$ cat config.mk
export PLATFORM = sky130hd
export DESIGN_NAME = ringtone_text_note_parser
export DESIGN_NICKNAME = d
export VERILOG_FILES = /design/src/rtl/rtp_pkg.sv /design/src/rtl/rtp_divider.sv /design/src/rtl/rtp_token_decoder.sv /design/src/rtl/ringtone_text_note_parser.sv
export SDC_FILE = /design/constraint.sdc
export NUM_CORES = 1
export LEC_CHECK = 0
export BUFFER_PORTS_ARGS = -buffer_cell sky130_fd_sc_hd__buf_2
export CAP_MARGIN = 15
export CELL_PAD_IN_SITES_DETAIL_PLACEMENT = 1
export CELL_PAD_IN_SITES_GLOBAL_PLACEMENT = 2
export CORE_AREA = 2 2 199 201
export DETAILED_ROUTE_END_ITERATION = 12
export DIE_AREA = 0 0 201 203
export PLACE_DENSITY = 0.69
export REMOVE_ABC_BUFFERS = 1
export SYNTH_ARGS = -nofsm -noshare
export SYNTH_HDL_FRONTEND = slang
export SYNTH_HIERARCHICAL = 1
export SYNTH_SLANG_ARGS = --single-unit
$ cat constraint.sdc
create_clock -name clk -period 5.5 [get_ports clk]
set_input_delay 0.825 -clock clk [delete_from_list [all_inputs] [get_ports clk]]
set_output_delay 0.825 -clock clk [all_outputs]
set_load 0.05 [all_outputs]
$ cat src/rtl/rtp_pkg.sv
package rtp_pkg;

    localparam int DIVIDEND_W = 18;
    localparam int DIVISOR_W  = 10;
    localparam int DUR_W      = 19;
    localparam int OUT_DATA_W = 40;
    localparam int OCTAVE_SHIFT_DEFAULT = 0;

    localparam logic [DIVIDEND_W-1:0] MS_PER_MINUTE = 18'd60000;
    localparam logic [DIVISOR_W-1:0]  TEMPO_DEFAULT = 10'd63;
    localparam logic [DIVISOR_W-1:0]  DIGIT_SAT_MAX = 10'd999;
    localparam logic [DIVISOR_W-1:0]  DEF_LEN_RESET = 10'd4;
    localparam logic [3:0]            DEF_OCT_RESET = 4'd6;

    localparam logic [7:0] CH_COLON = 8'h3A;
    localparam logic [7:0] CH_HASH  = 8'h23;
    localparam logic [7:0] CH_DOT   = 8'h2E;
    localparam logic [7:0] CH_COMMA = 8'h2C;
    localparam logic [7:0] CH_ZERO  = 8'h30;
    localparam logic [7:0] CH_THREE = 8'h33;
    localparam logic [7:0] CH_SEVEN = 8'h37;
    localparam logic [7:0] CH_NINE  = 8'h39;
    localparam logic [7:0] CH_A     = 8'h61;
    localparam logic [7:0] CH_B     = 8'h62;
    localparam logic [7:0] CH_C     = 8'h63;
    localparam logic [7:0] CH_D     = 8'h64;
    localparam logic [7:0] CH_E     = 8'h65;
    localparam logic [7:0] CH_F     = 8'h66;
    localparam logic [7:0] CH_G     = 8'h67;
    localparam logic [7:0] CH_O     = 8'h6F;

    typedef enum logic [3:0] {
        PH_NAME    = 4'd0,
        PH_HDR_D   = 4'd1,
        PH_D_EQ    = 4'd2,
        PH_D_NUM   = 4'd3,
        PH_HDR_O   = 4'd4,
        PH_O_EQ    = 4'd5,
        PH_O_DIG   = 4'd6,
        PH_O_SEP   = 4'd7,
        PH_HDR_B   = 4'd8,
        PH_B_EQ    = 4'd9,
        PH_B_NUM   = 4'd10,
        PH_N_START = 4'd11,
        PH_N_DIG   = 4'd12,
        PH_N_SHARP = 4'd13,
        PH_N_DOT   = 4'd14,
        PH_N_OCT   = 4'd15
    } phase_t;

    typedef enum logic [2:0] {
        SEQ_IDLE,
        SEQ_TEMPO,
        SEQ_EVT_LOAD,
        SEQ_EVENT,
        SEQ_EMIT
    } seq_state_t;

    typedef struct packed {
        phase_t                phase;
        logic [DIVISOR_W-1:0]  acc;
        logic [DIVISOR_W-1:0]  def_len;
        logic [3:0]            def_oct;
        logic [3:0]            pend_semi;
        logic                  pend_dot;
        logic [3:0]            pend_oct;
    } parse_t;

    typedef struct packed {
        logic                  is_rest;
        logic [3:0]            semitone;
        logic [3:0]            octave;
        logic [5:0]            note_index;
        logic                  out_of_range;
        logic [DIVISOR_W-1:0]  divisor;
        logic                  dotted;
        logic                  song_end;
    } evt_t;

    typedef struct packed {
        logic                  evt_valid;
        logic                  tempo_valid;
        logic [DIVISOR_W-1:0]  tempo_bpm;
    } step_ctrl_t;

endpackage

$ cat src/rtl/rtp_divider.sv
module rtp_divider (
    input  logic                            clk,
    input  logic                            rst_n,
    input  logic                            start,
    input  logic [rtp_pkg::DIVIDEND_W-1:0]  dividend,
    input  logic [rtp_pkg::DIVISOR_W-1:0]   divisor,
    output logic                            busy,
    output logic                            done,
    output logic [rtp_pkg::DIVIDEND_W-1:0]  quotient
);

    localparam int CNT_W = $clog2(rtp_pkg::DIVIDEND_W);
    localparam logic [CNT_W-1:0] LAST_STEP = CNT_W'(rtp_pkg::DIVIDEND_W - 1);

    logic [rtp_pkg::DIVISOR_W-1:0]  rem_reg, rem_next;
    logic [rtp_pkg::DIVISOR_W-1:0]  div_reg, div_next;
    logic [rtp_pkg::DIVIDEND_W-1:0] quo_reg, quo_next;
    logic [CNT_W-1:0]               cnt_reg, cnt_next;
    logic                           busy_reg, busy_next;
    logic                           done_reg, done_next;
    logic [rtp_pkg::DIVISOR_W:0]    trial;
    logic [rtp_pkg::DIVISOR_W:0]    diff;

    // One restoring step per cycle: the dividend shifts out of the top of
    // quo_reg while quotient bits shift in at the bottom.
    always_comb
    begin
        trial     = {rem_reg, quo_reg[rtp_pkg::DIVIDEND_W-1]};
        diff      = trial - {1'b0, div_reg};
        rem_next  = rem_reg;
        div_next  = div_reg;
        quo_next  = quo_reg;
        cnt_next  = cnt_reg;
        busy_next = busy_reg;
        done_next = 1'b0;
        if (start)
        begin
            rem_next  = '0;
            div_next  = divisor;
            quo_next  = dividend;
            cnt_next  = LAST_STEP;
            busy_next = 1'b1;
        end
        else if (busy_reg)
        begin
            if (trial >= {1'b0, div_reg})
            begin
                rem_next = diff[rtp_pkg::DIVISOR_W-1:0];
                quo_next = {quo_reg[rtp_pkg::DIVIDEND_W-2:0], 1'b1};
            end
            else
            begin
                rem_next = trial[rtp_pkg::DIVISOR_W-1:0];
                quo_next = {quo_reg[rtp_pkg::DIVIDEND_W-2:0], 1'b0};
            end
            cnt_next = cnt_reg - 1'b1;
            if (cnt_reg == '0)
            begin
                busy_next = 1'b0;
                done_next = 1'b1;
            end
        end
    end

    always_ff @(posedge clk or negedge rst_n)
    begin
        if (!rst_n)
        begin
            busy_reg <= 1'b0;
            done_reg <= 1'b0;
            cnt_reg  <= '0;
        end
        else
        begin
            busy_reg <= busy_next;
            done_reg <= done_next;
            cnt_reg  <= cnt_next;
        end
    end

    always_ff @(posedge clk)
    begin
        rem_reg <= rem_next;
        div_reg <= div_next;
        quo_reg <= quo_next;
    end

    assign busy     = busy_reg;
    assign done     = done_reg;
    assign quotient = quo_reg;

endmodule

$ cat src/rtl/rtp_token_decoder.sv
module rtp_token_decoder #(
    parameter int OCTAVE_SHIFT = rtp_pkg::OCTAVE_SHIFT_DEFAULT
) (
    input  rtp_pkg::parse_t     cur_state,
    input  logic [7:0]          text_byte,
    input  logic                final_byte,
    output rtp_pkg::parse_t     next_state,
    output rtp_pkg::evt_t       evt,
    output rtp_pkg::step_ctrl_t ctrl
);

    function automatic logic is_dig(input logic [7:0] c);
        return c inside {[rtp_pkg::CH_ZERO:rtp_pkg::CH_NINE]};
    endfunction

    function automatic logic [3:0] letter_code(input logic [7:0] c);
        logic [3:0] code;
        case (c)
            rtp_pkg::CH_C: code = 4'd1;
            rtp_pkg::CH_D: code = 4'd3;
            rtp_pkg::CH_E: code = 4'd5;
            rtp_pkg::CH_F: code = 4'd6;
            rtp_pkg::CH_G: code = 4'd8;
            rtp_pkg::CH_A: code = 4'd10;
            rtp_pkg::CH_B: code = 4'd12;
            default:       code = 4'd0;
        endcase
        return code;
    endfunction

    function automatic logic [rtp_pkg::DIVISOR_W-1:0] acc_digit(
        input logic [rtp_pkg::DIVISOR_W-1:0] acc,
        input logic [7:0]                    c
    );
        logic [13:0] v;
        v = {4'b0, acc} * 14'd10 + {10'b0, c[3:0]};
        if (v > {4'b0, rtp_pkg::DIGIT_SAT_MAX})
            return rtp_pkg::DIGIT_SAT_MAX;
        return v[rtp_pkg::DIVISOR_W-1:0];
    endfunction

    function automatic rtp_pkg::parse_t token_start(
        input rtp_pkg::parse_t s,
        input logic [7:0]      c
    );
        rtp_pkg::parse_t r;
        r           = s;
        r.pend_semi = 4'd0;
        r.pend_dot  = 1'b0;
        r.pend_oct  = s.def_oct;
        if (is_dig(c))
        begin
            r.acc   = {6'b0, c[3:0]};
            r.phase = rtp_pkg::PH_N_DIG;
        end
        else
        begin
            r.acc       = '0;
            r.pend_semi = letter_code(c);
            r.phase     = rtp_pkg::PH_N_SHARP;
        end
        return r;
    endfunction

    rtp_pkg::parse_t st;
    rtp_pkg::parse_t src;
    rtp_pkg::phase_t ph;
    logic            hdr_taken;
    logic            fits;
    logic            emit;
    logic            tempo_req;
    logic [rtp_pkg::DIVISOR_W-1:0] bpm;
    logic [rtp_pkg::DIVISOR_W-1:0] div_sel;
    logic [3:0]      oct;
    logic [7:0]      idx;

    always_comb
    begin
        st        = cur_state;
        ph        = cur_state.phase;
        hdr_taken = 1'b0;
        fits      = 1'b1;
        emit      = 1'b0;
        tempo_req = 1'b0;
        bpm       = rtp_pkg::TEMPO_DEFAULT;

        // Header fields are optional; a letter that does not match falls
        // through to the next field in order.
        if (ph == rtp_pkg::PH_HDR_D)
        begin
            if (text_byte == rtp_pkg::CH_D)
            begin
                st.phase  = rtp_pkg::PH_D_EQ;
                hdr_taken = 1'b1;
            end
            else
                ph = rtp_pkg::PH_HDR_O;
        end
        if (!hdr_taken && ph == rtp_pkg::PH_HDR_O)
        begin
            if (text_byte == rtp_pkg::CH_O)
            begin
                st.phase  = rtp_pkg::PH_O_EQ;
                hdr_taken = 1'b1;
            end
            else
                ph = rtp_pkg::PH_HDR_B;
        end
        if (!hdr_taken && ph == rtp_pkg::PH_HDR_B)
        begin
            if (text_byte == rtp_pkg::CH_B)
            begin
                st.phase  = rtp_pkg::PH_B_EQ;
                hdr_taken = 1'b1;
            end
            else
            begin
                tempo_req = 1'b1;
                ph        = rtp_pkg::PH_N_START;
            end
        end

        if (!hdr_taken)
        begin
            case (ph)
                rtp_pkg::PH_NAME:
                begin
                    if (text_byte == rtp_pkg::CH_COLON)
                        st.phase = rtp_pkg::PH_HDR_D;
                end
                rtp_pkg::PH_D_EQ:
                begin
                    st.acc   = '0;
                    st.phase = rtp_pkg::PH_D_NUM;
                end
                rtp_pkg::PH_D_NUM:
                begin
                    if (is_dig(text_byte))
                        st.acc = acc_digit(st.acc, text_byte);
                    else
                    begin
                        if (st.acc != '0)
                            st.def_len = st.acc;
                        st.acc   = '0;
                        st.phase = rtp_pkg::PH_HDR_O;
                    end
                end
                rtp_pkg::PH_O_EQ:
                    st.phase = rtp_pkg::PH_O_DIG;
                rtp_pkg::PH_O_DIG:
                begin
                    if (text_byte inside {[rtp_pkg::CH_THREE:rtp_pkg::CH_SEVEN]})
                        st.def_oct = text_byte[3:0];
                    st.phase = rtp_pkg::PH_O_SEP;
                end
                rtp_pkg::PH_O_SEP:
                    st.phase = rtp_pkg::PH_HDR_B;
                rtp_pkg::PH_B_EQ:
                begin
                    st.acc   = '0;
                    st.phase = rtp_pkg::PH_B_NUM;
                end
                rtp_pkg::PH_B_NUM:
                begin
                    if (is_dig(text_byte))
                        st.acc = acc_digit(st.acc, text_byte);
                    else
                    begin
                        tempo_req = 1'b1;
                        if (st.acc != '0)
                            bpm = st.acc;
                        st.acc   = '0;
                        st.phase = rtp_pkg::PH_N_START;
                    end
                end
                rtp_pkg::PH_N_START:
                    st = token_start(st, text_byte);
                rtp_pkg::PH_N_DIG:
                begin
                    if (is_dig(text_byte))
                        st.acc = acc_digit(st.acc, text_byte);
                    else
                    begin
                        st.pend_semi = letter_code(text_byte);
                        st.phase     = rtp_pkg::PH_N_SHARP;
                    end
                end
                default:
                begin
                    // Sharp, dot and octave slots of a note token. After an
                    // octave digit the token behaves as if in the dot slot.
                    if (ph == rtp_pkg::PH_N_SHARP && text_byte == rtp_pkg::CH_HASH)
                    begin
                        st.pend_semi = st.pend_semi + 4'd1;
                        st.phase     = rtp_pkg::PH_N_DOT;
                    end
                    else if (ph != rtp_pkg::PH_N_OCT && text_byte == rtp_pkg::CH_DOT)
                    begin
                        st.pend_dot = 1'b1;
                        st.phase    = rtp_pkg::PH_N_OCT;
                    end
                    else if (is_dig(text_byte))
                    begin
                        st.pend_oct = text_byte[3:0];
                        st.phase    = rtp_pkg::PH_N_DOT;
                    end
                    else if (text_byte == rtp_pkg::CH_COMMA)
                    begin
                        emit     = 1'b1;
                        st.phase = rtp_pkg::PH_N_START;
                    end
                    else
                        fits = 1'b0;
                end
            endcase
        end

        // A byte that does not fit closes the token as it stood before it.
        src = fits ? st : cur_state;
        if (!fits)
        begin
            emit = 1'b1;
            if (!final_byte)
                st = token_start(st, text_byte);
        end

        if (final_byte)
        begin
            if (!emit && st.phase >= rtp_pkg::PH_N_DIG)
            begin
                emit = 1'b1;
                src  = st;
            end
            st.phase     = rtp_pkg::PH_NAME;
            st.acc       = '0;
            st.pend_semi = 4'd0;
            st.pend_dot  = 1'b0;
            st.pend_oct  = 4'd0;
        end

        div_sel = (src.acc != '0) ? src.acc : src.def_len;
        if (div_sel == '0)
            div_sel = {{(rtp_pkg::DIVISOR_W-1){1'b0}}, 1'b1};
        oct = src.pend_oct + 4'(OCTAVE_SHIFT);
        // Index is kept offset by 64 so it never goes negative.
        idx = {4'b0, oct} * 8'd12 + {4'b0, src.pend_semi} + 8'd16;

        evt.is_rest      = (src.pend_semi == 4'd0);
        evt.semitone     = src.pend_semi;
        evt.octave       = oct;
        evt.note_index   = idx[5:0];
        evt.out_of_range = (src.pend_semi != 4'd0) && (idx < 8'd65 || idx > 8'd112);
        evt.divisor      = div_sel;
        evt.dotted       = src.pend_dot;
        evt.song_end     = final_byte;

        ctrl.evt_valid   = emit;
        ctrl.tempo_valid = tempo_req;
        ctrl.tempo_bpm   = bpm;

        next_state = st;
    end

endmodule

$ cat src/rtl/ringtone_text_note_parser.sv
// Ringtone text parser: takes a ringtone text one character per transaction
// on the s_ channel and gives one note event per note token on the m_ channel.
// s_tdata carries the character and s_tlast marks the last character of a song.
// m_tdata carries the pitch fields and duration in ms, m_tuser flags a rest,
// and m_tlast marks the event that closes the song.
// Flow: s_tready is high only while the sequencer is idle. A character that
// neither closes a note nor ends the tempo field leaves the sequencer idle.
// A note event runs the shared serial divider (whole-note time / length
// divisor, 18 steps, one quotient bit per cycle); the end of the tempo field,
// or the first byte after a header that lacks b=, runs the same divider for
// 60000 / bpm, then the note division if that character also closes a note.
// The result sits in an output register; a stalled receiver holds it there,
// and the next character is still taken, but a later event waits in the
// sequencer until the register is free.
// Reset puts the parser in the name-skipping phase with default length 4,
// default octave 6 and a whole-note time of zero, and drops any pending output.
module ringtone_text_note_parser #(
    parameter int OCTAVE_SHIFT = rtp_pkg::OCTAVE_SHIFT_DEFAULT
) (
    input  logic                            clk,
    input  logic                            rst_n,
    input  logic                            s_tvalid,
    output logic                            s_tready,
    input  logic [7:0]                      s_tdata,   // [7:0] text_byte
    input  logic                            s_tlast,
    output logic                            m_tvalid,
    input  logic                            m_tready,
    // [3:0] semitone, [7:4] octave, [13:8] note_index, [14] index_out_of_range,
    // [33:15] duration_ms, [39:34] zero
    output logic [rtp_pkg::OUT_DATA_W-1:0]  m_tdata,
    output logic                            m_tuser,   // [0] is_rest
    output logic                            m_tlast
);

    localparam rtp_pkg::parse_t PARSE_RESET = '{
        phase:     rtp_pkg::PH_NAME,
        acc:       '0,
        def_len:   rtp_pkg::DEF_LEN_RESET,
        def_oct:   rtp_pkg::DEF_OCT_RESET,
        pend_semi: 4'd0,
        pend_dot:  1'b0,
        pend_oct:  4'd0
    };

    rtp_pkg::seq_state_t seq_reg, seq_next;
    rtp_pkg::parse_t     parse_reg, parse_next;
    rtp_pkg::evt_t       evt_reg, evt_next;
    logic                evt_pend_reg, evt_pend_next;
    logic [rtp_pkg::DIVIDEND_W-1:0] whole_reg, whole_next;
    logic                m_tvalid_reg, m_tvalid_next;
    logic [rtp_pkg::OUT_DATA_W-1:0] m_tdata_reg, m_tdata_next;
    logic                m_tuser_reg, m_tuser_next;
    logic                m_tlast_reg, m_tlast_next;

    rtp_pkg::parse_t     dec_state;
    rtp_pkg::evt_t       dec_evt;
    rtp_pkg::step_ctrl_t dec_ctrl;

    logic                           div_start;
    logic [rtp_pkg::DIVIDEND_W-1:0] div_dividend;
    logic [rtp_pkg::DIVISOR_W-1:0]  div_divisor;
    logic                           div_busy;
    logic                           div_done;
    logic [rtp_pkg::DIVIDEND_W-1:0] div_quotient;
    logic [rtp_pkg::DUR_W-1:0]      duration;
    logic                           accept;

    rtp_token_decoder #(
        .OCTAVE_SHIFT (OCTAVE_SHIFT)
    ) u_decoder (
        .cur_state  (parse_reg),
        .text_byte  (s_tdata),
        .final_byte (s_tlast),
        .next_state (dec_state),
        .evt        (dec_evt),
        .ctrl       (dec_ctrl)
    );

    rtp_divider u_divider (
        .clk      (clk),
        .rst_n    (rst_n),
        .start    (div_start),
        .dividend (div_dividend),
        .divisor  (div_divisor),
        .busy     (div_busy),
        .done     (div_done),
        .quotient (div_quotient)
    );

    assign s_tready = (seq_reg == rtp_pkg::SEQ_IDLE);
    assign accept   = s_tvalid && s_tready;
    assign duration = {1'b0, div_quotient}
                    + (evt_reg.dotted ? {2'b0, div_quotient[rtp_pkg::DIVIDEND_W-1:1]}
                                      : '0);

    always_comb
    begin
        seq_next      = seq_reg;
        parse_next    = parse_reg;
        evt_next      = evt_reg;
        evt_pend_next = evt_pend_reg;
        whole_next    = whole_reg;
        m_tvalid_next = m_tvalid_reg;
        m_tdata_next  = m_tdata_reg;
        m_tuser_next  = m_tuser_reg;
        m_tlast_next  = m_tlast_reg;
        div_start     = 1'b0;
        div_dividend  = whole_reg;
        div_divisor   = evt_reg.divisor;

        if (m_tvalid_reg && m_tready)
            m_tvalid_next = 1'b0;

        case (seq_reg)
            rtp_pkg::SEQ_IDLE:
            begin
                if (accept)
                begin
                    parse_next    = dec_state;
                    evt_next      = dec_evt;
                    evt_pend_next = dec_ctrl.evt_valid;
                    if (dec_ctrl.tempo_valid)
                    begin
                        div_start    = 1'b1;
                        div_dividend = rtp_pkg::MS_PER_MINUTE;
                        div_divisor  = dec_ctrl.tempo_bpm;
                        seq_next     = rtp_pkg::SEQ_TEMPO;
                    end
                    else if (dec_ctrl.evt_valid)
                    begin
                        div_start   = 1'b1;
                        div_divisor = dec_evt.divisor;
                        seq_next    = rtp_pkg::SEQ_EVENT;
                    end
                end
            end
            rtp_pkg::SEQ_TEMPO:
            begin
                if (div_done)
                begin
                    // Whole note is four beats.
                    whole_next = {div_quotient[rtp_pkg::DIVIDEND_W-3:0], 2'b00};
                    seq_next   = evt_pend_reg ? rtp_pkg::SEQ_EVT_LOAD : rtp_pkg::SEQ_IDLE;
                end
            end
            rtp_pkg::SEQ_EVT_LOAD:
            begin
                div_start = 1'b1;
                seq_next  = rtp_pkg::SEQ_EVENT;
            end
            rtp_pkg::SEQ_EVENT:
            begin
                if (div_done)
                    seq_next = rtp_pkg::SEQ_EMIT;
            end
            rtp_pkg::SEQ_EMIT:
            begin
                if (!m_tvalid_reg || m_tready)
                begin
                    m_tvalid_next = 1'b1;
                    m_tdata_next  = {6'b0, duration, evt_reg.out_of_range,
                                     evt_reg.note_index, evt_reg.octave,
                                     evt_reg.semitone};
                    m_tuser_next  = evt_reg.is_rest;
                    m_tlast_next  = evt_reg.song_end;
                    seq_next      = rtp_pkg::SEQ_IDLE;
                end
            end
            default:
                seq_next = rtp_pkg::SEQ_IDLE;
        endcase
    end

    always_ff @(posedge clk or negedge rst_n)
    begin
        if (!rst_n)
        begin
            seq_reg      <= rtp_pkg::SEQ_IDLE;
            parse_reg    <= PARSE_RESET;
            evt_pend_reg <= 1'b0;
            whole_reg    <= '0;
            m_tvalid_reg <= 1'b0;
        end
        else
        begin
            seq_reg      <= seq_next;
            parse_reg    <= parse_next;
            evt_pend_reg <= evt_pend_next;
            whole_reg    <= whole_next;
            m_tvalid_reg <= m_tvalid_next;
        end
    end

    always_ff @(posedge clk)
    begin
        evt_reg     <= evt_next;
        m_tdata_reg <= m_tdata_next;
        m_tuser_reg <= m_tuser_next;
        m_tlast_reg <= m_tlast_next;
    end

    assign m_tvalid = m_tvalid_reg;
    assign m_tdata  = m_tdata_reg;
    assign m_tuser  = m_tuser_reg;
    assign m_tlast  = m_tlast_reg;

    a_idle_div_quiet: assert property (@(posedge clk) disable iff (!rst_n)
        s_tready |-> !div_busy)
        else $error("divider busy while parser accepts characters");

    a_done_expected: assert property (@(posedge clk) disable iff (!rst_n)
        div_done |-> (seq_reg == rtp_pkg::SEQ_TEMPO || seq_reg == rtp_pkg::SEQ_EVENT))
        else $error("divider finished outside a division state");

    a_emit_loads: assert property (@(posedge clk) disable iff (!rst_n)
        (seq_reg == rtp_pkg::SEQ_EMIT && (!m_tvalid || m_tready)) |=> m_tvalid)
        else $error("event not loaded into output register");

    a_start_idle_div: assert property (@(posedge clk) disable iff (!rst_n)
        div_start |-> !div_busy)
        else $error("divider restarted while busy");

endmodule

Word-level counts from Yosys, hierarchy flattened. Index checks and enable logic that the tools add are counted.

Register bits after elaboration: 167. Output and inout bits: 44. Input port bits: 13. Word-level logic and storage cells: 241.

$add $sub $neg: 7. Reduce and logical (&&, ||, !) cells: 33. Muxes and demuxes: 127. $lt $le $gt $ge: 9. Eq/ne operators: 35. Multiply operators: 2.

Operators with widths (number): $mux W10 (21); $mux W37 (3); $mux W4 (27); $mux W33 (3); $mux W18 (5); $eq A8 B7 Y1 const B (8); $pmux W10 S5 (1); $mux W1 (47); $pmux W4 S10 (1); $eq A8 B6 Y1 const B (4); $pmux W4 S7 (1); $eq A4 B4 Y1 const B (6); $reduce_bool A10 Y1 (2); $add A18 B17 Y19 (1); $mux W3 (6); $mux W17 (1); $eq A4 B3 Y1 const B (4); $ge A8 B6 Y1 const B (2); $le A8 B6 Y1 const B (2); $mux W5 (3); $pmux W3 S5 (1); $add A14 B4 Y14 (1); $gt A14 B10 Y1 const B (1); $mux W14 (1); other kinds (41) (61).

Longest topological paths before layout. Gate-level depths: netlist of run 1.

Depth after elaboration: 30. Mapped depth: 18. Depth with buffers taken out: 17.

By module. The synthesis of run 1 kept the hierarchy.

By module, submodules not included: ringtone_text_note_parser (area each 5691.7 um2, cells each 505, sequential area each 3377.0 um2, instances 1); rtp_token_decoder (area each 3419.5 um2, cells each 484, sequential area each 0.0 um2, instances 1); rtp_divider (area each 2321.0 um2, cells each 192, sequential area each 1216.2 um2, instances 1).

Worst setup path before layout of run 1. OpenSTA, ideal clock, no wires.

Path type: in2reg. Start point: in s_tdata[3]. End point: reg u_divider.quo_reg (netlist bit u_divider/quotient[0]) (enable). Stages on the path: 16. Path buffers: 3. Data required time: 5.127 ns. Slack: 0.393 ns. Setup time: 0.373 ns. Data arrival time: 4.734 ns. Cells stage by stage: clkbuf_1 or4b_4 o21ai_2 o211a_1 nor4_1 a21oi_1 a21boi_0 a2111oi_0 a32o_1 buf_4 o21a_1 nor2_1 nor3_1 buf_1 nor2_1 inv_1.

Longest elaborated chain between the ends: 26. Elaborated cells on any way between the ends: 89. Classes of those cells: order compare (3); eq/ne (20); mux (54); reduce/logical (12).

RTL lines: start: declaration (line ringtone_text_note_parser.sv:24) `input logic [7:0] s_tdata,`; $eq A8 B7 Y1 (line rtp_token_decoder.sv:91) `if (text_byte == rtp_pkg::CH_D)`; $mux W4 or $mux W1 (tied branches) (line rtp_token_decoder.sv:91); $mux W4 or $mux W1 (tied branches) (line rtp_token_decoder.sv:89) `if (ph == rtp_pkg::PH_HDR_D)`; $eq A4 B3 Y1 or $logic_not A1 Y1 (tied branches) (line rtp_token_decoder.sv:99) `if (!hdr_taken && ph == rtp_pkg::PH_HDR_O)`; $logic_and A1 B1 Y1 (line rtp_token_decoder.sv:99); $mux W4 or $mux W1 (tied branches) (line rtp_token_decoder.sv:99); $eq A4 B4 Y1 or $logic_not A1 Y1 (tied branches) (line rtp_token_decoder.sv:109) `if (!hdr_taken && ph == rtp_pkg::PH_HDR_B)`; $logic_and A1 B1 Y1 (line rtp_token_decoder.sv:109); [12 not listed]; $mux W1 * (line rtp_token_decoder.sv:227) `if (final_byte)`; named net u_decoder.emit (line rtp_token_decoder.sv:70) `logic emit;`; $mux W1 * (line ringtone_text_note_parser.sv:129) `else if (dec_ctrl.evt_valid)`; $mux W1 * (line ringtone_text_note_parser.sv:122) `if (dec_ctrl.tempo_valid)`; $mux W1 * (line ringtone_text_note_parser.sv:117) `if (accept)`; $pmux W1 S2 * (line ringtone_text_note_parser.sv:114) `case (seq_reg)`; named net div_start (line ringtone_text_note_parser.sv:59) `logic div_start;`; $reduce_bool A2 Y1 (no source line) *; end signal: assignment (line rtp_divider.sv:85) `quo_reg <= quo_next;`; end: declaration (line rtp_divider.sv:17) `logic [rtp_pkg::DIVIDEND_W-1:0] quo_reg, quo_next;`.

Mark *: on every way through the listed nets, which the timed path passes. The rest lies on a longest branch. A chain may end at the register's enable or synchronous reset.

==> metrics.yaml, run 1 <==
power:
  p_leak_nw: 5.45
  comb_power_share: 0.393
  switchingPower_mw: 2.02
  finalPower_mw: 5.24
  power_density_nw_per_um2: 408
  power_report.internal_total_mw: 3.22
  ir_drop_mv: 0.188
  seqPwrFrac: 0.364
  power_frac_clock: 0.243
  p_sw_frac: 0.385
worst_setup_path:
  worstSetupStartpointType: "flip-flop"
  path_max_fanout: 18
  crit_arrival_ps: 4900
  end_kind: "flip-flop"
  worstSetupPathType: "reg2reg"
  required_ps: 5710
timing:
  period_minus_slack_ps: 4690
  clock-skew-final_ps: 17.5
  fmax_mhz: 213
  fin_crit_sh: 0.852
  tightest_slew_ps: 1090
  report.final.slew_viol_count: 0
  final-hold-violation-count: 0
  worst_slack_ps: 814
  totalNegativeSetupSlack_ps: 0
  rsz0062_at_grt: "no"
  setup_viol: 0
  whs_ps: 423
  relSlewSlack: 0.273
floorplanning:
  die-area_um2: 40800
  rows: 72
  die_w_um: 201
  io_pins: 57
  core_um2: 38500
  initial_utilization: 0.297
  die_h_um: 203
global_route:
  first_global_vias: 9479
  grt_pass1_wl_um: 51900
  grt_antenna_before_repair: 0
  track_usage: 0.157
  globalRouteOverflowTotal: 0
  grt_max_degree: 66
finish:
  final_nets: 1290
  diodes: 0
  syn_to_final_growth_pct: 12.2
  largest_reg_flops: 37
  drive_gt1_frac: 0.181
  final_cells: 1747
drt:
  first_pass_iters: 5
  vias_per_cell: 5.15
  drc: 0
  wl_um: 31000
  drt_iter0_drc: 367
  num_vias: 8989
  ant_nets: 0
  wl_per_cell_um: 17.8
clock_tree:
  cts.htree.levels: 4
  post_cts_resized: 0
  cts_setup_buffers: 0
  clk_path_buf_depth: 2
  insertion_delay_ps: 450
  cts_tree: "yes"
  clkTransAtPathRegs_ps: 80
  clockRootBuffer: "clkbuf_16"
  clock-sinks: 167
  numCtsBuffers: 17
  cts-hold-fix-buffers: 0
placed_design:
  place_congestion: 0.829
  io_buffer_count: 50
  place_ws_ps: 495
  dp_hpwl_um: 22700
  dp_cells: 1715
synthesis:
  ys_types: 114
  yosysSeqAreaShare: 0.402
  yosys_warnings: 6
  syn-cell-area_um2: 11400
  synth_top_area_cell: "edfxtp_1"
  synth-edff-count: 92
  yosysTopAreaCellShare: 0.242
  synth-seq-cells: 167
  synthTopCellsByArea: "edfxtp_1 24%, dfrtp_1 14%, nand2_1 6.1%"
  async_reset_ff_frac: 0.389
  synth_ff_type: "edfxtp_1"
  syn_inst: 1181
  syn_area_per_cell_um2: 9.68
worst_hold_path:
  hp-class: "reg2reg"
job:
  drv_cap: 0
outcome:
  status: "finished clean"
[logic make-up (layout without fill, tap and decap cells)]
kind of cell / after synthesis / in the layout / synth area share
XOR/XNOR: 39 / 39 / 0.0305
AND/OR/NAND/NOR: 470 / 470 / 0.211
other: 1 / 8 / 0.000328
flip-flops: 167 / 167 / 0.402
buffers and inverters: 108 / 149 / 0.0449
adder cells (fa/ha/maj): 61 / 61 / 0.0707
multiplexers: 59 / 59 / 0.0563
AO/OA/AOI/OAI: 276 / 276 / 0.185
[layout make-up]
| class | count | area, um^2 |
|---|---|---|
| Timing Repair Buffer | 73 | 425 |
| Sequential cell | 167 | 4590 |
| Multi-Input combinational cell | 913 | 6370 |
| Clock buffer | 17 | 425 |
| Tap cell | 518 | 648 |
| Inverter | 44 | 165 |
| Fill cell | 4455 | 25600 |
| Clock inverter | 15 | 201 |
[critical path: stages (launching register included)]
cell and delay, ps:
dfrtp_1 620, or2_1 370, a21o_1 180, a31o_1 260
or2_4 270, a22oi_1 370, a22oi_1 120, nand2_1 230
ha_1 310, fa_1 460, nor3_1 340, nand2_1 100
a21oi_1 160, a31oi_1 60, o221ai_1 200, mux2i_1 100
o31a_1 300
[worst paths after layout]
path,start,endpoint,slack (ps),depth (start not counted)
worst max-delay path,parse_reg[34],evt_reg[12],810,16
worst min-delay path,evt_reg[14],m_tdata[9],420,0
worst max register to register,parse_reg[34],evt_reg[12],810,16
worst min register to register,evt_reg[14],m_tdata[9],420,0
max in group asynchronous,rst_n,u_divider/cnt_reg[3],4360,1
min in group asynchronous,rst_n,parse_reg[16],480,1
[cell usage in the layout, fill, tap and decap left out, drive strengths merged, types with 8 or more instances in the layout]
cell type | Yosys | layout
a211oi | 21 | 21
nor2b | 38 | 38
mux2 | 39 | 39
and3 | 8 | 8
clkbuf | 22 | 17
nor2 | 81 | 81
o21ai | 44 | 44
dfxtp | 10 | 10
o21a | 12 | 12
a22oi | 18 | 18
o211ai | 11 | 11
a31oi | 16 | 16
xnor2 | 23 | 23
or3 | 8 | 8
nor3 | 25 | 25
nand2b | 8 | 8
o31ai | 9 | 9
a21o | 17 | 17
or2 | 23 | 23
nand2 | 186 | 186
buf | 42 | 73
and2 | 28 | 28
nand3 | 19 | 19
mux2i | 20 | 20
ha | 55 | 55
a21oi | 43 | 43
conb | 1 | 8
dfrtp | 62 | 62
inv | 44 | 51
xor2 | 16 | 16
edfxtp | 92 | 92
nor4 | 10 | 10
[per-stage QoR]
stage / util / area, um^2
global placement: 0.317 / 12200
detailed placement: 0.317 / 12200
finish: 0.333 / 12800
global route: 0.333 / 12800
CTS: 0.333 / 12800
floorplan: - / 11100
[cell usage after synthesis (6+ instances only)]
cell / number
dfrtp_1: 62
fa_1: 6
buf_1: 7
nor2_1: 78
o21a_1: 12
nand2_1: 185
xor2_1: 15
nor3_1: 23
and3_1: 7
and2_1: 26
buf_2: 18
nand2b_1: 8
a22oi_1: 18
nand3_1: 16
o21ai_0: 32
or2_2: 16
buf_4: 14
a211oi_1: 16
o21ai_2: 6
edfxtp_1: 92
o211ai_1: 9
inv_1: 43
ha_1: 55
dfxtp_1: 10
nor2b_1: 37
a31oi_1: 16
nor4_1: 9
xnor2_1: 23
a21o_1: 14
a21oi_1: 42
clkbuf_1: 21
mux2i_1: 20
mux2_2: 38
or3_1: 8
[routing by layer]
layer / vias up / share of wire / routed length [um] / track usage
met5: - / 0 / 0 / 0
met4: 0 / 0.012 / 358 / 0.0407
met3: 26 / 0.025 / 783 / 0.0207
met2: 134 / 0.47 / 14700 / 0.266
met1: 4466 / 0.49 / 15200 / 0.212
li1: 4363 / - / - / -
[power by group through the flow]
stage                     Sequential (mW)  Combinational, mW  Clock [mW]
after floorplan                      1.85               1.59           0
after global placement               1.92               2.02           0
after detailed placement             1.93               2.07           0
after CTS                            1.91               2.08        1.31
after global routing                 1.95               2.32        1.35
final                                1.90               2.06        1.27
Power figures use the tool's default switching activity.
==> run 2: changes to the inputs <==
CORE_AREA = 2 2 229 175   (was 2 2 199 201)
DIE_AREA = 0 0 231 177   (was 0 0 201 203)
==> metrics.yaml, run 2 (synthesis gave the netlist of run 1 again) <==
timing:
  clock-skew-final_ps: 15.3  # was 17.5 ps
  period_minus_slack_ps: 4860  # was 4690 ps
  relSlewSlack: 0.376  # was 0.273
  fin_crit_sh: 0.883  # was 0.852
  rsz0062_at_grt: "no"  # unchanged
  worst_slack_ps: 642  # was 814 ps
  final-hold-violation-count: 0  # unchanged
  totalNegativeSetupSlack_ps: 0  # unchanged
  whs_ps: 242  # was 423 ps
  report.final.slew_viol_count: 0  # unchanged
  setup_viol: 0  # unchanged
  tightest_slew_ps: 924  # was 1090 ps
  fmax_mhz: 206  # was 213 MHz
clock_tree:
  cts-hold-fix-buffers: 0  # unchanged
  post_cts_resized: 0  # unchanged
  clkTransAtPathRegs_ps: 70  # was 80 ps
  clk_path_buf_depth: 2  # unchanged
  cts.htree.levels: 4  # unchanged
  numCtsBuffers: 17  # unchanged
  insertion_delay_ps: 440  # was 450 ps
  clock-sinks: 167  # unchanged
  cts_setup_buffers: 0  # unchanged
  cts_tree: "yes"  # unchanged
  clockRootBuffer: "clkbuf_16"  # unchanged
worst_setup_path:
  cpPeakStageDelay_ps: 830  # was 620 ps
  cp_num_buf_inv: 0  # unchanged
  r2r_setup_slack_ps: 640  # was 810 ps
  worstRegToRegCells: 16  # unchanged
  cp_top_family: "compound AO/OA/AOI/OAI gates"  # unchanged
  path_max_fanout: 22  # was 18
  slowest_stage: "dfrtp_1"  # unchanged
  r2r_start: "parse_reg[33]"  # was parse_reg[34]
  crit_chain: "nor2b_1, o21ai_2, o211ai_1, a22oi_1, a22oi_1, nand2_1, ha_1, fa_1, a211oi_1, nor3_1, nand2_1, a21oi_1, a31oi_1, o221ai_1, mux2i_1, o31a_1"  # was or2_1, a21o_1, a31o_1, or2_4, a22oi_1, a22oi_1, nand2_1, ha_1, fa_1, nor3_1, nand2_1, a21oi_1, a31oi_1, o221ai_1, mux2i_1, o31a_1
  end_kind: "flip-flop"  # unchanged
  crit_arrival_ps: 5050  # was 4900 ps
  worstSetupPathType: "reg2reg"  # unchanged
  required_ps: 5690  # was 5710 ps
  worstSetupStartpointType: "flip-flop"  # unchanged
  r2r_end: "evt_reg[12]"  # unchanged
drt:
  ant_nets: 0  # unchanged
  wl_per_cell_um: 18.4  # was 17.8 um
  drt_iter0_drc: 541  # was 367
  vias_per_cell: 5.23  # was 5.15
  first_pass_iters: 6  # was 5
  drc: 0  # unchanged
  num_vias: 9152  # was 8989
  wl_um: 32200  # was 31000 um
floorplanning:
  io_pins: 57  # unchanged
  die_h_um: 177  # was 203 um
  rows: 63  # was 72
  initial_utilization: 0.295  # was 0.297
  die-area_um2: 40900  # was 40800 um^2
  die_w_um: 231  # was 201 um
  core_um2: 38800  # was 38500 um^2
power:
  ir_drop_mv: 0.205  # was 0.188 mV
  finalPower_mw: 5.19  # was 5.24 mW
  power_density_nw_per_um2: 405  # was 408 nW/um^2
  p_leak_nw: 5.44  # was 5.45 nW
finish:
  largest_reg_flops: 37  # unchanged
  drive_gt1_frac: 0.181  # about the same
  final_common_cell: "nand2_1"  # unchanged
  diodes: 0  # unchanged
  fin_area_um2: 12800  # about the same
  utilization: 0.330  # was 0.333
  syn_to_final_growth_pct: 12.0  # was 12.2%
  final_cells: 1751  # was 1747
  regArea_um2: 4590  # unchanged
  final_nets: 1292  # was 1290
  layout_common_cells: "184 x nand2_1, 92 x edfxtp_1, 77 x nor2_1, 62 x dfrtp_1, 55 x ha_1"  # unchanged
  n_fill_cell: 4468  # was 4455
  multi_input_area_um2: 6370  # unchanged
placed_design:
  dp_cells: 1718  # was 1715
  dp_hpwl_um: 23500  # was 22700 um
  placed_cell_area_um2: 12200  # about the same
  place_congestion: 0.874  # was 0.829
  io_buffer_count: 50  # unchanged
  place_ws_ps: 467  # was 495 ps
outcome:
  status: "finished clean"  # unchanged
global_route:
  first_global_vias: 9198  # was 9479
  track_usage: 0.162  # was 0.157
  grt_max_degree: 52  # was 66
  grt_antenna_before_repair: 0  # unchanged
  globalRouteOverflowTotal: 0  # unchanged
  grt_pass1_wl_um: 52500  # was 51900 um
worst_hold_path:
  hp-class: "in2async"  # was reg2reg
job:
  drv_cap: 0  # unchanged
run 2: cell count changes in the layout (fill, tap and decap cells not counted), sizes merged:
| cell | change |
|---|---|
| inv | -4 |
| buf | +2 |
| bufinv | +1 |
| clkbuf | +1 |
| clkinv | +1 |
| clkinvlp | +1 |
run 2: where the power goes:
| part | total [mW] | switching, mW | internal (mW) |
|---|---|---|---|
| logic | 2.06 | 1.17 | 0.891 |
| registers | 1.91 | 0.245 | 1.67 |
| clock network | 1.21 | 0.539 | 0.672 |
| total | 5.19 | 1.95 | 3.23 |
run 2: per-layer routing:
metal	vias up	track usage	part of all wire
met5	-	0	0
met4	0	0.0401	0.012
met3	26	0.0279	0.032
met2	152	0.229	0.41
met1	4599	0.253	0.55
li1	4375	-	-
run 2: how the worst max path moves through the flow:
stage,start,cells after the start,slack [ps],endpoint
final,parse_reg[33],16,640,evt_reg[12]
after global routing,parse_reg[33],16,370,evt_reg[12]
after CTS,parse_reg[33],16,800,evt_reg[12]
after detailed placement,s_tdata[6],13,470,evt_reg[12]
after global placement,s_tdata[6],12,550,evt_reg[12]
after floorplan,s_tdata[7],13,-1600,u_divider/quotient[0]
run 2: area by class of cell:
cell class / count / area share
well taps: 520 / 0.0508
clock inverters: 14 / 0.0116
flip-flops and latches: 167 / 0.359
multi-input cells: 913 / 0.497
repair buffers: 75 / 0.0354
inverters: 44 / 0.0129
clock buffers: 18 / 0.0335
==> run 3: changes to the inputs <==
CELL_PAD_IN_SITES_GLOBAL_PLACEMENT = 1   (was 2)
CORE_AREA = 2 2 215 164   (was 2 2 229 175)
DIE_AREA = 0 0 217 166   (was 0 0 231 177)
PLACE_DENSITY = 0.66   (was 0.69)
==> metrics.yaml, run 3 (synthesis gave the netlist of run 1 again) <==
worst_setup_path:
  worstSetupPathType: "in2reg"  # was reg2reg
  crit_arrival_ps: 4970  # was 5050 ps
  end_kind: "flip-flop"  # unchanged
  cp.depth: 16  # unchanged
  worstRegToRegCells: 15  # was 16
  path_max_fanout: 21  # was 22
  required_ps: 5680  # was 5690 ps
  cp_top_family: "compound AO/OA/AOI/OAI gates"  # unchanged
  slowest_stage: "a22oi_1"  # was dfrtp_1
  crit_chain: "buf_2, nand4_1, o21ai_0, o211ai_1, a22oi_1, a22oi_1, nand2_1, ha_1, fa_1, nor3_1, nand2_1, a21oi_1, a31oi_1, o221ai_1, mux2i_1, o31a_1"  # was nor2b_1, o21ai_2, o211ai_1, a22oi_1, a22oi_1, nand2_1, ha_1, fa_1, a211oi_1, nor3_1, nand2_1, a21oi_1, a31oi_1, o221ai_1, mux2i_1, o31a_1
  cp_num_buf_inv: 1  # was 0
  worstSetupStartpointType: "input pin"  # was flip-flop
  cpPeakStageDelay_ps: 510  # was 830 ps
power:
  seqPwrFrac: 0.367  # was 0.369
  p_leak_nw: 5.41  # was 5.44 nW
  comb_power_share: 0.404  # was 0.398
  ir_drop_mv: 0.199  # was 0.205 mV
  switchingPower_mw: 2.01  # was 1.95 mW
  p_sw_frac: 0.389  # was 0.377
  finalPower_mw: 5.17  # was 5.19 mW
  power_density_nw_per_um2: 408  # was 405 nW/um^2
  power_frac_clock: 0.228  # was 0.234
  power_report.internal_total_mw: 3.16  # was 3.23 mW
floorplanning:
  die_w_um: 217  # was 231 um
  rows: 59  # was 63
  initial_utilization: 0.335  # was 0.295
  io_pins: 57  # unchanged
  die-area_um2: 36000  # was 40900 um^2
  die_h_um: 166  # was 177 um
  core_um2: 34100  # was 38800 um^2
timing:
  relSlewSlack: 0.271  # was 0.376
  whs_ps: 416  # was 242 ps
  tightest_slew_ps: 1090  # was 924 ps
  clock-skew-final_ps: 12.3  # was 15.3 ps
  rsz0062_at_grt: "no"  # unchanged
  setup_viol: 0  # unchanged
  final-hold-violation-count: 0  # unchanged
  fmax_mhz: 209  # was 206 MHz
  period_minus_slack_ps: 4780  # was 4860 ps
  fin_crit_sh: 0.869  # was 0.883
  report.final.slew_viol_count: 0  # unchanged
global_route:
  grt_pass1_wl_um: 51500  # was 52500 um
  first_global_vias: 9254  # was 9198
  track_usage: 0.177  # was 0.162
  grt_max_degree: 66  # was 52
  globalRouteOverflowTotal: 0  # unchanged
  grt_antenna_before_repair: 0  # unchanged
finish:
  largest_reg_flops: 37  # unchanged
  drive_gt1_frac: 0.178  # was 0.181
  final_cells: 1682  # was 1751
  diodes: 0  # unchanged
  utilization: 0.372  # was 0.330
  final_nets: 1286  # was 1292
  syn_to_final_growth_pct: 10.9  # was 12.0%
  final_common_cell: "nand2_1"  # unchanged
  layout_common_cells: "184 x nand2_1, 92 x edfxtp_1, 77 x nor2_1, 62 x dfrtp_1, 55 x ha_1"  # unchanged
drt:
  wl_per_cell_um: 18.9  # was 18.4 um
  ant_nets: 0  # unchanged
  drt_iter0_drc: 593  # was 541
  wl_um: 31700  # was 32200 um
  num_vias: 9149  # was 9152
  first_pass_iters: 5  # was 6
  drc: 0  # unchanged
  vias_per_cell: 5.44  # was 5.23
placed_design:
  dp_cells: 1649  # was 1718
  dp_hpwl_um: 22900  # was 23500 um
  place_congestion: 0.923  # was 0.874
  io_buffer_count: 50  # unchanged
clock_tree:
  cts-hold-fix-buffers: 0  # unchanged
  clock-sinks: 167  # unchanged
  numCtsBuffers: 17  # unchanged
  cts_tree: "yes"  # unchanged
  post_cts_resized: 0  # unchanged
  insertion_delay_ps: 430  # was 440 ps
  cts_setup_buffers: 0  # unchanged
  cts.htree.levels: 4  # unchanged
  clockRootBuffer: "clkbuf_16"  # unchanged
  clk_path_buf_depth: 2  # unchanged
  clkTransAtPathRegs_ps: 70  # about the same
outcome:
  status: "finished clean"  # unchanged
job:
  drv_cap: 0  # unchanged
worst_hold_path:
  hp-class: "reg2reg"  # was in2async
  whs_path_depth: 0
run 3: cell count changes in the layout (fill, tap and decap cells not counted):
cell,delta
buf_4,-8
inv_8,+4
clkinv_2,-3
inv_6,+3
bufinv_16,-2
clkinv_4,-2
buf_16,+1
buf_2,+1
clkinv_1,-1
clkinvlp_4,+1
run 3: per-stage QoR:
| stage | worst slack, ps | cell area (um^2) | setup TNS [ps] |
|---|---|---|---|
| floorplan | -1600 | 11100 | -71370 |
| global placement | 553 | 12100 | 0 |
| detailed placement | 398 | 12100 | 0 |
| CTS | 829 | 12700 | 0 |
| global route | 389 | 12700 | 0 |
| finish | 718 | 12700 | 0 |
run 3: final timing paths:
path                                from              endpoint  slack, ps
setup / recovery              s_tdata[2]           evt_reg[12]        720
hold / removal               evt_reg[12]           m_tdata[14]        420
setup reg to reg           parse_reg[26]  u_divider/div_reg[2]        760
hold reg to reg              evt_reg[12]           m_tdata[14]        420
max in group asynchronous          rst_n          whole_reg[7]       4270
min in group asynchronous          rst_n          parse_reg[6]        600
run 3: power by group through the flow:
stage	Combinational [mW]	Clock, mW	Sequential (mW)
6_report	2.09	1.18	1.90
3_5_place_dp	2.08	0	1.92
2_1_floorplan	1.59	0	1.85
4_1_cts	2.09	1.21	1.90
5_1_grt	2.33	1.26	1.94
3_3_place_gp	2.01	0	1.92
run 3: area by class of cell:
class	count	area, um^2
sequential	167	4590
fill	3897	21400
multi-input combinational	913	6370
inverter	44	165
tap	457	572
clock buffer	18	429
timing repair buffer	69	425
clock inverter	14	131
run 3: metal layers:
layer  wire (um)  up-vias  GRT usage
li1            -     4356          -
met4         299        0     0.0360
met2       13400      148      0.259
met1       16800     4623      0.274
met5           0        -          0
met3        1150       22     0.0293
run 3: worst register-to-register path: stages (launching register included):
cell	delay, ps
dfrtp_1	590
ha_1	310
ha_1	240
inv_1	80
fa_1	280
nor2b_4	80
o221a_1	240
a2111oi_0	640
a211oi_1	140
a211oi_2	360
o21ai_4	170
o21ai_2	210
nand3_4	210
o41ai_1	640
a31oi_1	160
o21ai_0	240
